**config.mk**
```make
export PLATFORM = sky130hd
export DESIGN_NAME = plc_instruction_list_unit_flat
export DESIGN_NICKNAME = d
export VERILOG_FILES = /design/src/hw/rtl/plc_il_pkg.sv /design/src/hw/rtl/plc_il_in_if.sv /design/src/hw/rtl/plc_il_out_if.sv /design/src/hw/rtl/plc_instruction_list_unit.sv /design/src/flat_wrapper.sv
export SDC_FILE = /design/constraint.sdc
export NUM_CORES = 1
export LEC_CHECK = 0
export BUFFER_PORTS_ARGS = -buffer_cell sky130_fd_sc_hd__buf_2
export CORE_MARGIN = 3
export CORE_UTILIZATION = 53
export CTS_CLUSTER_DIAMETER = 150
export DETAILED_ROUTE_END_ITERATION = 6
export GPL_TIMING_DRIVEN = 0
export PLACE_DENSITY = 0.84
export SETUP_SLACK_MARGIN = 0.2
export SYNTH_ARGS = -nofsm -noshare
export SYNTH_HDL_FRONTEND = slang
export SYNTH_SLANG_ARGS = --single-unit
```
**constraint.sdc**
```tcl
create_clock -name clk -period 3.4 [get_ports clk]
set_input_delay 0.17 -clock clk [delete_from_list [all_inputs] [get_ports clk]]
set_output_delay 0.17 -clock clk [all_outputs]
set_load 0.1 [all_outputs]
```
**src/hw/rtl/plc_il_pkg.sv**
```systemverilog
// Shared action codes, result type and logic-op helper for the PLC instruction-list unit.
package plc_il_pkg;

    // Instruction action codes
    localparam logic [4:0] ACT_NOP   = 5'd0;
    localparam logic [4:0] ACT_LD    = 5'd1;
    localparam logic [4:0] ACT_ST    = 5'd2;
    localparam logic [4:0] ACT_S     = 5'd3;
    localparam logic [4:0] ACT_R     = 5'd4;
    localparam logic [4:0] ACT_AND   = 5'd5;
    localparam logic [4:0] ACT_OR    = 5'd6;
    localparam logic [4:0] ACT_XOR   = 5'd7;
    localparam logic [4:0] ACT_GT    = 5'd8;
    localparam logic [4:0] ACT_GE    = 5'd9;
    localparam logic [4:0] ACT_EQ    = 5'd10;
    localparam logic [4:0] ACT_NE    = 5'd11;
    localparam logic [4:0] ACT_LT    = 5'd12;
    localparam logic [4:0] ACT_LE    = 5'd13;
    localparam logic [4:0] ACT_CLOSE = 5'd14;
    localparam logic [4:0] ACT_JMP   = 5'd15;
    localparam logic [4:0] ACT_RET   = 5'd16;
    localparam logic [4:0] ACT_SCAN  = 5'd17;

    // Operand areas
    localparam logic [1:0] AREA_NONE = 2'd0;
    localparam logic [1:0] AREA_IN   = 2'd1;
    localparam logic [1:0] AREA_OUT  = 2'd2;
    localparam logic [1:0] AREA_MRK  = 2'd3;

    // Field widths
    localparam int ACTION_W = 5;
    localparam int AREA_W   = 2;
    localparam int BIT_W    = 3;
    localparam int INDEX_W  = 8;
    localparam int PINS_W   = 8;
    localparam int OUTB_W   = 8;
    localparam int OP_W     = 4;

    // One result beat
    typedef struct packed {
        logic               accumulator_value;
        logic [OUTB_W-1:0]  output_bits;
        logic               branch_taken;
        logic [INDEX_W-1:0] next_index;
        logic               stack_error;
    } res_t;

    // acc OP operand for immediate ops, saved OP acc for a close
    function automatic logic logic_op(input logic [4:0] op, input logic a, input logic b);
        logic r;
        case (op)
            ACT_AND: r = a & b;
            ACT_OR:  r = a | b;
            ACT_XOR: r = a ^ b;
            ACT_GT:  r = a & ~b;
            ACT_GE:  r = a | ~b;
            ACT_EQ:  r = ~(a ^ b);
            ACT_NE:  r = a ^ b;
            ACT_LT:  r = ~a & b;
            ACT_LE:  r = ~a | b;
            default: r = a;
        endcase
        return r;
    endfunction

endpackage

```
**src/hw/rtl/plc_il_in_if.sv**
```systemverilog
// Instruction channel: one decoded instruction per beat.
interface plc_il_in_if
    import plc_il_pkg::*;
();
    logic                valid;
    logic                ready;
    logic [ACTION_W-1:0] action;
    logic                negate;
    logic                conditional;
    logic                deferred;
    logic [AREA_W-1:0]   area;
    logic [BIT_W-1:0]    bit_index;
    logic [INDEX_W-1:0]  jump_target;
    logic [INDEX_W-1:0]  instruction_index;
    logic [PINS_W-1:0]   pin_values;

    modport source (
        output valid, action, negate, conditional, deferred, area, bit_index,
               jump_target, instruction_index, pin_values,
        input  ready
    );
    modport sink (
        input  valid, action, negate, conditional, deferred, area, bit_index,
               jump_target, instruction_index, pin_values,
        output ready
    );
endinterface

```
**src/hw/rtl/plc_il_out_if.sv**
```systemverilog
// Result channel: accumulator, output image and branch info per beat.
interface plc_il_out_if
    import plc_il_pkg::*;
();
    logic               valid;
    logic               ready;
    logic               accumulator_value;
    logic [OUTB_W-1:0]  output_bits;
    logic               branch_taken;
    logic [INDEX_W-1:0] next_index;
    logic               stack_error;

    modport source (
        output valid, accumulator_value, output_bits, branch_taken, next_index, stack_error,
        input  ready
    );
    modport sink (
        input  valid, accumulator_value, output_bits, branch_taken, next_index, stack_error,
        output ready
    );
endinterface

```
**src/hw/rtl/plc_instruction_list_unit.sv**
```systemverilog
// Top level: one-bit-accumulator instruction-list processor with two-entry result buffer.
//
//   channel | dir | beat contents
//   --------+-----+-----------------------------------------------------------
//   cmd     | in  | action, negate, conditional, deferred, area, bit_index,
//           |     | jump_target, instruction_index, pin_values
//   res     | out | accumulator_value, output_bits, branch_taken, next_index,
//           |     | stack_error
//
// One instruction per cycle while cmd.ready is high; its result is registered at accept.
// All state (accumulator, images, stack, return index) updates at the accept edge.
// A result register plus a skid register hold up to two results; cmd.ready drops only
// when both are full, so a stalled result sink still lets one more instruction in.
// rst_n clears accumulator, images, return index and stack level; stack entries are
// not cleared since an entry is read only after it was pushed.
module plc_instruction_list_unit
    import plc_il_pkg::*;
#(
    parameter int STACK_DEPTH  = 8,
    parameter int PROGRAM_SIZE = 256,
    parameter int AREA_BITS    = 8
) (
    input  logic clk,
    input  logic rst_n,
    plc_il_in_if.sink    cmd,
    plc_il_out_if.source res
);

    localparam int IMG_W = (AREA_BITS > OUTB_W) ? AREA_BITS : OUTB_W;
    localparam int LVL_W = $clog2(STACK_DEPTH + 1);
    localparam int IDX_W = (STACK_DEPTH > 1) ? $clog2(STACK_DEPTH) : 1;

    // Architectural state
    logic                 acc_reg, acc_next;
    logic [AREA_BITS-1:0] in_img_reg, in_img_next;
    logic [AREA_BITS-1:0] out_img_reg, out_img_next;
    logic [AREA_BITS-1:0] mrk_img_reg, mrk_img_next;
    logic [INDEX_W-1:0]   ret_reg, ret_next;
    logic [LVL_W-1:0]     lvl_reg, lvl_next;
    logic                 sv_val_reg [STACK_DEPTH];
    logic [OP_W-1:0]      sv_op_reg  [STACK_DEPTH];

    // Result buffer
    logic out_valid_reg, skid_valid_reg;
    res_t out_data_reg, skid_data_reg;
    res_t res_new;

    logic             cmd_fire, res_pop, push_en;
    logic [IDX_W-1:0] push_idx, pop_idx;
    logic [LVL_W-1:0] lvl_m1;

    assign cmd.ready = !skid_valid_reg;
    assign cmd_fire  = cmd.valid && cmd.ready;
    assign res_pop   = out_valid_reg && res.ready;

    assign lvl_m1   = lvl_reg - LVL_W'(1);
    assign push_idx = lvl_reg[IDX_W-1:0];
    assign pop_idx  = lvl_m1[IDX_W-1:0];

    // Execute one instruction
    always_comb
    begin
        logic [IMG_W-1:0] in_ext, out_ext, mrk_ext, sel_ext, bit_mask, pins_ext;
        logic             bit_ok, value, wr_val, wr_en, go, is_logic;

        in_ext   = IMG_W'(in_img_reg);
        out_ext  = IMG_W'(out_img_reg);
        mrk_ext  = IMG_W'(mrk_img_reg);
        pins_ext = IMG_W'(cmd.pin_values);
        bit_ok   = 32'(cmd.bit_index) < 32'(AREA_BITS);
        bit_mask = bit_ok ? (IMG_W'(1) << cmd.bit_index) : '0;

        case (cmd.area)
            AREA_IN:  sel_ext = in_ext;
            AREA_OUT: sel_ext = out_ext;
            AREA_MRK: sel_ext = mrk_ext;
            default:  sel_ext = '0;
        endcase
        value    = (|(sel_ext & bit_mask)) ^ cmd.negate;
        is_logic = cmd.action inside {[ACT_AND:ACT_LE]};

        acc_next = acc_reg;
        ret_next = ret_reg;
        lvl_next = lvl_reg;
        push_en  = 1'b0;
        wr_en    = 1'b0;
        wr_val   = 1'b0;
        go       = 1'b0;
        res_new  = '0;

        if (is_logic && cmd.deferred)
        begin
            if (32'(lvl_reg) >= 32'(STACK_DEPTH))
            begin
                res_new.stack_error = 1'b1;
            end
            else
            begin
                push_en  = 1'b1;
                lvl_next = lvl_reg + LVL_W'(1);
                acc_next = value;
            end
        end
        else
        begin
            case (cmd.action)
                ACT_LD: acc_next = value;
                ACT_ST:
                begin
                    wr_en  = 1'b1;
                    wr_val = acc_reg ^ cmd.negate;
                end
                ACT_S:
                begin
                    wr_en  = 1'b1;
                    wr_val = 1'b1;
                end
                ACT_R:  wr_en = 1'b1;
                ACT_CLOSE:
                begin
                    if (lvl_reg == '0)
                    begin
                        res_new.stack_error = 1'b1;
                    end
                    else
                    begin
                        lvl_next = lvl_m1;
                        acc_next = logic_op({1'b0, sv_op_reg[pop_idx]},
                                            sv_val_reg[pop_idx], acc_reg);
                    end
                end
                ACT_JMP:
                begin
                    ret_next = cmd.instruction_index;
                    if (cmd.conditional)
                        go = acc_reg;
                    else if (cmd.negate)
                        go = !acc_reg;
                    else
                        go = 1'b1;
                    if (go && (32'(cmd.jump_target) < 32'(PROGRAM_SIZE)))
                    begin
                        res_new.branch_taken = 1'b1;
                        res_new.next_index   = cmd.jump_target;
                    end
                end
                ACT_RET:
                begin
                    go = (!cmd.conditional && !cmd.negate) || (cmd.conditional && acc_reg)
                         || (cmd.negate && !acc_reg);
                    if (go)
                    begin
                        res_new.branch_taken = 1'b1;
                        res_new.next_index   = ret_reg + INDEX_W'(1);
                    end
                end
                ACT_SCAN: in_ext = pins_ext;
                default:
                begin
                    if (is_logic)
                        acc_next = logic_op(cmd.action, acc_reg, value);
                end
            endcase
        end

        // Bit write into the selected image
        if (wr_en)
        begin
            case (cmd.area)
                AREA_IN:  in_ext  = wr_val ? (in_ext | bit_mask)  : (in_ext & ~bit_mask);
                AREA_OUT: out_ext = wr_val ? (out_ext | bit_mask) : (out_ext & ~bit_mask);
                AREA_MRK: mrk_ext = wr_val ? (mrk_ext | bit_mask) : (mrk_ext & ~bit_mask);
                default:  ;
            endcase
        end

        in_img_next  = in_ext[AREA_BITS-1:0];
        out_img_next = out_ext[AREA_BITS-1:0];
        mrk_img_next = mrk_ext[AREA_BITS-1:0];

        res_new.accumulator_value = acc_next;
        res_new.output_bits       = out_ext[OUTB_W-1:0];
    end

    // State and buffer control
    always_ff @(posedge clk or negedge rst_n)
    begin
        if (!rst_n)
        begin
            acc_reg        <= 1'b0;
            in_img_reg     <= '0;
            out_img_reg    <= '0;
            mrk_img_reg    <= '0;
            ret_reg        <= '0;
            lvl_reg        <= '0;
            out_valid_reg  <= 1'b0;
            skid_valid_reg <= 1'b0;
        end
        else
        begin
            if (cmd_fire)
            begin
                acc_reg     <= acc_next;
                in_img_reg  <= in_img_next;
                out_img_reg <= out_img_next;
                mrk_img_reg <= mrk_img_next;
                ret_reg     <= ret_next;
                lvl_reg     <= lvl_next;
            end
            if (!out_valid_reg || res_pop)
            begin
                if (skid_valid_reg)
                begin
                    skid_valid_reg <= 1'b0;
                end
                else
                begin
                    out_valid_reg <= cmd_fire;
                end
            end
            else if (cmd_fire)
            begin
                skid_valid_reg <= 1'b1;
            end
        end
    end

    // Stack entries and result payloads
    always_ff @(posedge clk)
    begin
        if (cmd_fire && push_en)
        begin
            sv_val_reg[push_idx] <= acc_reg;
            sv_op_reg[push_idx]  <= cmd.action[OP_W-1:0];
        end
        if (!out_valid_reg || res_pop)
        begin
            if (skid_valid_reg)
                out_data_reg <= skid_data_reg;
            else if (cmd_fire)
                out_data_reg <= res_new;
        end
        else if (cmd_fire)
        begin
            skid_data_reg <= res_new;
        end
    end

    assign res.valid             = out_valid_reg;
    assign res.accumulator_value = out_data_reg.accumulator_value;
    assign res.output_bits       = out_data_reg.output_bits;
    assign res.branch_taken      = out_data_reg.branch_taken;
    assign res.next_index        = out_data_reg.next_index;
    assign res.stack_error       = out_data_reg.stack_error;

`ifndef SYNTHESIS
    // Skid entry only holds a result behind a waiting head
    a_skid_behind_head: assert property (@(posedge clk) disable iff (!rst_n)
        skid_valid_reg |-> out_valid_reg)
        else $error("skid valid without head valid");

    // Stack level stays within depth
    a_lvl_range: assert property (@(posedge clk) disable iff (!rst_n)
        32'(lvl_reg) <= 32'(STACK_DEPTH))
        else $error("stack level above depth");

    // A stack error leaves the level unchanged
    a_err_keeps_lvl: assert property (@(posedge clk) disable iff (!rst_n)
        (cmd_fire && res_new.stack_error) |=> $stable(lvl_reg))
        else $error("stack level moved on stack error");

    // No branch, no destination
    a_next_zero: assert property (@(posedge clk) disable iff (!rst_n)
        (cmd_fire && !res_new.branch_taken) |-> (res_new.next_index == '0))
        else $error("next index set without branch");

    // An accept into an empty buffer shows a result next cycle
    a_fill_head: assert property (@(posedge clk) disable iff (!rst_n)
        (cmd_fire && !out_valid_reg) |=> out_valid_reg)
        else $error("accepted beat did not reach result register");
`endif

endmodule
```
**src/flat_wrapper.sv**
```systemverilog
// flat-port wrapper written by rule: the top's interface ports become plain ports
module plc_instruction_list_unit_flat import plc_il_pkg::*;
#(
    parameter int STACK_DEPTH  = 8,
    parameter int PROGRAM_SIZE = 256,
    parameter int AREA_BITS    = 8
)
  (clk, rst_n, cmd_valid, cmd_action, cmd_negate, cmd_conditional, cmd_deferred, cmd_area, cmd_bit_index, cmd_jump_target, cmd_instruction_index, cmd_pin_values, cmd_ready, res_valid, res_accumulator_value, res_output_bits, res_branch_taken, res_next_index, res_stack_error, res_ready);
  plc_il_in_if cmd_i ();
  plc_il_out_if res_i ();
  input  logic clk;
  input  logic rst_n;
  input wire logic [$bits(cmd_i.valid)-1:0] cmd_valid;
  input wire logic [$bits(cmd_i.action)-1:0] cmd_action;
  input wire logic [$bits(cmd_i.negate)-1:0] cmd_negate;
  input wire logic [$bits(cmd_i.conditional)-1:0] cmd_conditional;
  input wire logic [$bits(cmd_i.deferred)-1:0] cmd_deferred;
  input wire logic [$bits(cmd_i.area)-1:0] cmd_area;
  input wire logic [$bits(cmd_i.bit_index)-1:0] cmd_bit_index;
  input wire logic [$bits(cmd_i.jump_target)-1:0] cmd_jump_target;
  input wire logic [$bits(cmd_i.instruction_index)-1:0] cmd_instruction_index;
  input wire logic [$bits(cmd_i.pin_values)-1:0] cmd_pin_values;
  output wire logic [$bits(cmd_i.ready)-1:0] cmd_ready;
  output wire logic [$bits(res_i.valid)-1:0] res_valid;
  output wire logic [$bits(res_i.accumulator_value)-1:0] res_accumulator_value;
  output wire logic [$bits(res_i.output_bits)-1:0] res_output_bits;
  output wire logic [$bits(res_i.branch_taken)-1:0] res_branch_taken;
  output wire logic [$bits(res_i.next_index)-1:0] res_next_index;
  output wire logic [$bits(res_i.stack_error)-1:0] res_stack_error;
  input wire logic [$bits(res_i.ready)-1:0] res_ready;
  assign cmd_i.valid = cmd_valid;
  assign cmd_i.action = cmd_action;
  assign cmd_i.negate = cmd_negate;
  assign cmd_i.conditional = cmd_conditional;
  assign cmd_i.deferred = cmd_deferred;
  assign cmd_i.area = cmd_area;
  assign cmd_i.bit_index = cmd_bit_index;
  assign cmd_i.jump_target = cmd_jump_target;
  assign cmd_i.instruction_index = cmd_instruction_index;
  assign cmd_i.pin_values = cmd_pin_values;
  assign cmd_ready = cmd_i.ready;
  assign res_valid = res_i.valid;
  assign res_accumulator_value = res_i.accumulator_value;
  assign res_output_bits = res_i.output_bits;
  assign res_branch_taken = res_i.branch_taken;
  assign res_next_index = res_i.next_index;
  assign res_stack_error = res_i.stack_error;
  assign res_i.ready = res_ready;
  plc_instruction_list_unit #(.STACK_DEPTH(STACK_DEPTH), .PROGRAM_SIZE(PROGRAM_SIZE), .AREA_BITS(AREA_BITS)) u_core (.clk(clk), .rst_n(rst_n), .cmd(cmd_i), .res(res_i));
endmodule
```
# Yosys cells after proc, flatten, opt, wreduce, memory -nomap -nowiden
# Memory sizes are Yosys's and may differ from the RTL's.
# Index checks and enable logic that the tools add are counted.
# W data, S select, Z words.
[op_classes]
n_shift = 1
n_reduce_logical = 31
addsub = 3
n_eq_ne = 31
bitwise_logic = 32
n_mux = 45
order_cmp = 3
[ops]
columns = ["operator", "n"]
rows = [
  ["$mux W8", 9],
  ["$eq A5 B4 Y1 const B", 8],
  ["$mux W19", 2],
  ["$and A8 B8 Y8", 4],
  ["$mux W9", 3],
  ["$eq A4 B4 Y1 const B", 6],
  ["$or A8 B8 Y8", 3],
  ["$pmux W8 S3", 1],
  ["$mux W1", 21],
  ["$eq A5 B3 Y1 const B", 4],
  ["$pmux W9 S2", 1],
  ["$mux W4", 4],
  ["$pmux W1 S8", 2],
  ["$eq A4 B3 Y1 const B", 3],
  ["$eq A5 B2 Y1 const B", 2],
  ["$eq A5 B5 Y1 const B", 2],
  ["$add A8 B1 Y8 const B", 1],
  ["$logic_and A1 B1 Y1", 8],
  ["$not A1 Y1", 8],
  ["$not A8 Y8", 1],
  ["$reduce_or A8 Y1", 1],
  ["$shl A1 B3 Y8 const A", 1],
  ["$and A1 B1 Y1", 6],
  ["$or A1 B1 Y1", 6],
  ["23 further kinds", 39],
]
[totals]
in_bits = 41
elab_cells = 166
output_inout_bits = 21
memories = 2
ff_bits = 77
mem_bits_rw = 40
[mem_list]
columns = ["memory", "depth", "width", "read_ports", "rd_ports_with_merged_regs", "write_ports", "line", "source"]
rows = [
  ["u_core.sv_op_reg", 8, 4, 1, 0, 1, "plc_instruction_list_unit.sv:41", "logic [OP_W-1:0] sv_op_reg [STACK_DEPTH];"],
  ["u_core.sv_val_reg", 8, 1, 1, 0, 1, "plc_instruction_list_unit.sv:40", "logic sv_val_reg [STACK_DEPTH];"],
]

# Depth between registers and ports, before layout
[depth]
ltp_word = 13
depth_mapped = 16
ltp_nobuf = 13

# Worst setup path after synthesis
# No wires, ideal clock.
[synth_timing]
path_kind = "register to register"
startpoint = "reg u_core.lvl_reg[0]"
endpoint = "reg u_core.out_data_reg (netlist bit u_core.res.accumulator_value), data pin"
n_path_buf = 3
arrival_ns = 3.088
path_slack_ns = 0.164
required_ns = 3.251
setup_time_ns = 0.149
stages_incl_launch_ff = 17
synth_period_minus_slack_ns = 3.236
path_cell_list = "dfrtp_1 > buf_6 > buf_12 > inv_1 > ha_1 > clkbuf_2 > inv_1 > mux4_2 > inv_2 > ha_1 > inv_1 > nor2_1 > mux2_1 > o311a_1 > o211ai_1 > a211oi_2 > o21ai_1"
[synth_between]
elab_chain_len = 10
elab_cells_between_ends = 31
classes_between = "add/sub (1); order compare (1); eq/ne (9); mux (7); bitwise (9); reduce/logical (2); memory (2)"
[synth_lines]
columns = ["item", "line", "source"]
rows = [
  ["start, declared", "plc_instruction_list_unit.sv:39", "logic [LVL_W-1:0] lvl_reg, lvl_next;"],
  ["start signal, assigned", "plc_instruction_list_unit.sv:208", "lvl_reg <= lvl_next;"],
  ["$sub A4 B1 Y4", "plc_instruction_list_unit.sv:56", "assign lvl_m1 = lvl_reg - LVL_W'(1);"],
  ["$mem_v2 Z8 W4 / $mem_v2 Z8 W1 (equally long branches)", "--", ""],
  ["$eq A4 B3 Y1 (tied with other cells)", "plc_il_pkg.sv:51", "case (op)"],
  ["$reduce_or A2 Y1 (no line) (tied with other cells)", "--", ""],
  ["$pmux W1 S8", "plc_il_pkg.sv:51", ""],
  ["$mux W1", "plc_instruction_list_unit.sv:121", "if (lvl_reg == '0)"],
  ["$pmux W1 S3", "plc_instruction_list_unit.sv:106", "case (cmd.action)"],
  ["$mux W1 (*)", "plc_instruction_list_unit.sv:91", "if (is_logic && cmd.deferred)"],
  ["$mux W19 (*)", "plc_instruction_list_unit.sv:240", "else if (cmd_fire)"],
  ["$mux W19 (*)", "plc_instruction_list_unit.sv:238", "if (skid_valid_reg)"],
  ["end signal, assigned", "plc_instruction_list_unit.sv:239", "out_data_reg <= skid_data_reg;"],
  ["end signal, assigned", "plc_instruction_list_unit.sv:241", "out_data_reg <= res_new;"],
  ["end, declared", "plc_instruction_list_unit.sv:45", "res_t out_data_reg, skid_data_reg;"],
]
# Mark *: on every way between the ends. The rest lies on a longest branch, timed or not. The select of a mux whose other input is x is not followed.
# A chain may end at the register's enable or synchronous reset.

# Worst setup path in the final report
[layout_timing]
startpoint = "reg u_core.lvl_reg[0]"
endpoint = "reg u_core.skid_data_reg[18] (netlist bit), data pin"
[layout_between]
elab_chain_len = 8
elab_cells_between_ends = 29
classes_between = "add/sub (1); order compare (1); eq/ne (9); mux (5); bitwise (9); reduce/logical (2); memory (2)"
[layout_lines]
columns = ["item", "line", "source"]
rows = [
  ["$sub A4 B1 Y4", "plc_instruction_list_unit.sv:56", ""],
  ["$mem_v2 Z8 W4 / $mem_v2 Z8 W1 (equally long branches)", "--", ""],
  ["$eq A4 B3 Y1 (tied with other cells)", "plc_il_pkg.sv:51", ""],
  ["$reduce_or A2 Y1 (no line) (tied with other cells)", "--", ""],
  ["$pmux W1 S8", "plc_il_pkg.sv:51", ""],
  ["$mux W1", "plc_instruction_list_unit.sv:121", ""],
  ["$pmux W1 S3", "plc_instruction_list_unit.sv:106", ""],
  ["$mux W1 (*)", "plc_instruction_list_unit.sv:91", ""],
  ["named net u_core.acc_next", "plc_instruction_list_unit.sv:34", "logic acc_reg, acc_next;"],
  ["end signal, assigned", "plc_instruction_list_unit.sv:245", "skid_data_reg <= res_new;"],
  ["end, declared", "plc_instruction_list_unit.sv:45", ""],
]
# Mark *: on every way through the listed nets, which the timed path passes. The rest lies on a longest branch.

==> run_results.csv <==
group,metric,value,unit
status,outcome,"finished, violations left",
status,violations,"DRC",
min_path,hold_path.class,"in2reg",
detailed_routing,drt_wl_total,15200,um
pwr,p_per_area,785,nW/um2
placement,pre_cts_ws,-0.178,ns
final_layout,area_growth_syn_to_layout,23.6,%
global_route,grt_pass1_vias,4744,
critical_path,crit_fanout,4,
timing,hold_violations,0,
synthesis,synthCells,496,
critical_path,cp-end-kind,"flop",
global_route,antenna_found_initial,0,
critical_path,worst-setup-path-type,"reg2reg",
detailed_routing,vias,4695,
detailed_routing,drc,2,
placement,place_congestion,0.897,
clock_tree,cts_buffer_depth,2,
synthesis,synthTopCellsByArea,"edfxtp_1 (39%), dfrtp_1 (16%), mux2_2 (10%), mux2i_1 (3.0%), mux4_2 (3.0%)",
timing,finalClockSkew,0.00821,ns
placement,dp_hpwl,9390,um
synthesis,seq_area_frac_synth,55.0,%
critical_path,crit_arrival,3.41,ns
final_layout,multi_input_area,2580,um2
timing,relSlewSlack,33.7,%
synthesis,synthDistinctLibCells,63,
detailed_routing,viasPerCell,6.25,
die,core_area,11000,um2
synthesis,async_reset_ff_share,33.3,%
detailed_routing,first_pass_iters,7,
synthesis,synth_edf_count,78,
synthesis,yosys.area.top_type,"edfxtp_1",
synthesis,synthMostInstantiatedCell,"edfxtp_1",
global_route,grt.total_usage,24.7,%
die,die_width,113,um
synthesis,synth.top_cell.area_share,38.8,%
synthesis,yosysWarnings,0,
final_layout,fin_nets,646,
die,start_util,54.9,%
critical_path,cp.required,3.55,ns
final_layout,final_layout_size_suffix_gt1_share,32.2,%
timing,fin_ws,0.144,ns
timing,period_needed,3.26,ns
timing,slew_violations,0,
synthesis,synth_common_cells,"edfxtp_1 (78), mux2_2 (54), nor2_1 (44)",
clock_tree,htreeDepth,4,
timing,rsz0062_at_grt,"true",
global_route,grt-ovfl-total,0,
die,die_y,113,um
final_layout,final_core_util,67.9,%
synthesis,synthesis.area,6030,um2
pwr,vdd_drop_max,0.000359,V
clock_tree,cts_tree,"built",
detailed_routing,drt-wirelength-per-cell,20.2,um
final_layout,final-seq-area,3320,um2
die,rows,38,
die,die-area,12700,um2
pwr,p_total,5860,uW
clock_tree,cts_made_buffers,17,
placement,io_buffers,58,
clock_tree,cts_root_buffer,"clkbuf_16",
die,ioPinCount,62,
pwr,p_leak,0.00296,uW
timing,fin_crit_sh,95.8,%
final_layout,largest_reg_flops,32,
job,maxCapViolCount,0,
final_layout,antenna_cells,0,
final_layout,fillers,738,
synthesis,ys_ff_latch,117,
global_route,grt_max_degree,40,
synthesis,syn_avg_cell_area,12.2,um2
global_route,grt_pass1_wl,24400,um
clock_tree,cts_sinks,117,
clock_tree,clk_pin_slew,0.06,ns
synthesis,ys.flop_type,"edfxtp_1",
critical_path,start_kind,"flop",
clock_tree,insertion_delay,0.42,ns
detailed_routing,drtAntennaViolNets,0,
timing,worst_pin_slew,0.994,ns
synthesis,syn_nets,544,
timing,max_freq,307,MHz
timing,setup_viol,0,
detailed_routing,drt_iter0_drc,376,
[timing repair]
action	CTS	global route
hold buffers	8	0
buffers inserted	14	2
gates resized for setup	13	9
pin swaps	5	10
endpoints found under the hold margin	46	0
endpoints found under the setup margin	3	13
cloned	0	0
[worst paths after layout]
| path | start | end | slack, ns | cells past startpoint |
|---|---|---|---|---|
| max | u_core.lvl_reg[0] | u_core.skid_data_reg[18] | 0.14 | 16 |
| min | cmd_instruction_index[0] | u_core.ret_reg[0] | 0.02 | 2 |
| max reg2reg | u_core.lvl_reg[0] | u_core.skid_data_reg[18] | 0.14 | 16 |
| min reg2reg | flop | flop | 0.51 | 1 |
| max in group asynchronous | rst_n | u_core.lvl_reg[1] | 2.31 | 2 |
| min in group asynchronous | rst_n | u_core.out_img_reg[1] | 0.43 | 2 |
[cells by family after synthesis]
| group | Yosys count | synth area share (%) |
|---|---|---|
| flip-flops | 117 | 55.0 |
| AND/OR/NAND/NOR | 128 | 9.98 |
| buffers and inverters | 47 | 3.61 |
| XOR/XNOR | 13 | 2.01 |
| multiplexers | 85 | 17.2 |
| adder cells (fa/ha/maj) | 7 | 1.45 |
| AO/OA/AOI/OAI | 99 | 10.8 |
[layer usage]
metal / global-route usage [%] / share of wire [%] / up-vias / wire (um)
li1: - / - / 2074 / -
met1: 32.1 / 38 / 2239 / 5780
met2: 38.7 / 48 / 299 / 7360
met3: 5.51 / 8.8 / 83 / 1330
met4: 13.9 / 4.8 / 0 / 735
met5: 0 / 0 / - / 0
[cell type report]
class                   count  share of cell area, %
plain buffers              28                   2.10
clock buffers              21                   6.18
clock inverters            11                   2.08
inverters                  19                   1.23
multi-input cells         332                   34.6
flip-flops and latches    117                   44.5
well taps                 140                   2.35
repair buffers             83                   6.95
[layout by cell type, fill, tap and decap left out, drive strengths merged, types with 4 or more instances in the layout]
| master | instances |
|---|---|
| nor3 | 13 |
| a21oi | 25 |
| nor2b | 4 |
| o22ai | 12 |
| bufinv | 4 |
| mux2 | 58 |
| edfxtp | 78 |
| inv | 18 |
| mux2i | 19 |
| clkinv | 7 |
| dfrtp | 39 |
| nand2 | 32 |
| a2111oi | 4 |
| nor2 | 44 |
| dlygate4sd3 | 8 |
| xnor2 | 8 |
| nand3 | 13 |
| mux4 | 8 |
| o21ai | 30 |
| xor2 | 5 |
| ha | 7 |
| or3b | 4 |
| buf | 84 |
| clkbuf | 40 |
[report_power, final]
group | total (uW) | leakage, uW | switching [uW] | internal (uW)
Clock | 1870 | 0.000302 | 613 | 1250
Combinational | 2230 | 0.00143 | 1180 | 1050
Sequential | 1760 | 0.00124 | 105 | 1660
[worst max-delay path, stage by stage, from the launching register on]
cell	delay, ns
dfrtp_1	0.41
buf_6	0.14
buf_12	0.12
clkinv_8	0.04
ha_4	0.19
buf_8	0.13
inv_6	0.05
mux4_2	0.55
inv_4	0.11
ha_4	0.14
inv_1	0.04
nor2_1	0.15
mux2_4	0.18
o311a_1	0.17
o211ai_1	0.11
a211oi_2	0.33
nor2b_1	0.10
[per-stage QoR]
step	TNS, ns	std cells	hold slack [ns]	instance area (um2)
after floorplan	0	496	-0.126	6040
after global placement	-0.0748	694	0.335	6500
after detailed placement	-0.435	695	0.347	6520
after CTS	0	749	0.00880	7390
after global routing	0	751	0.00575	7460
final	0	751	0.0203	7460
Power figures use the tool's default switching activity.
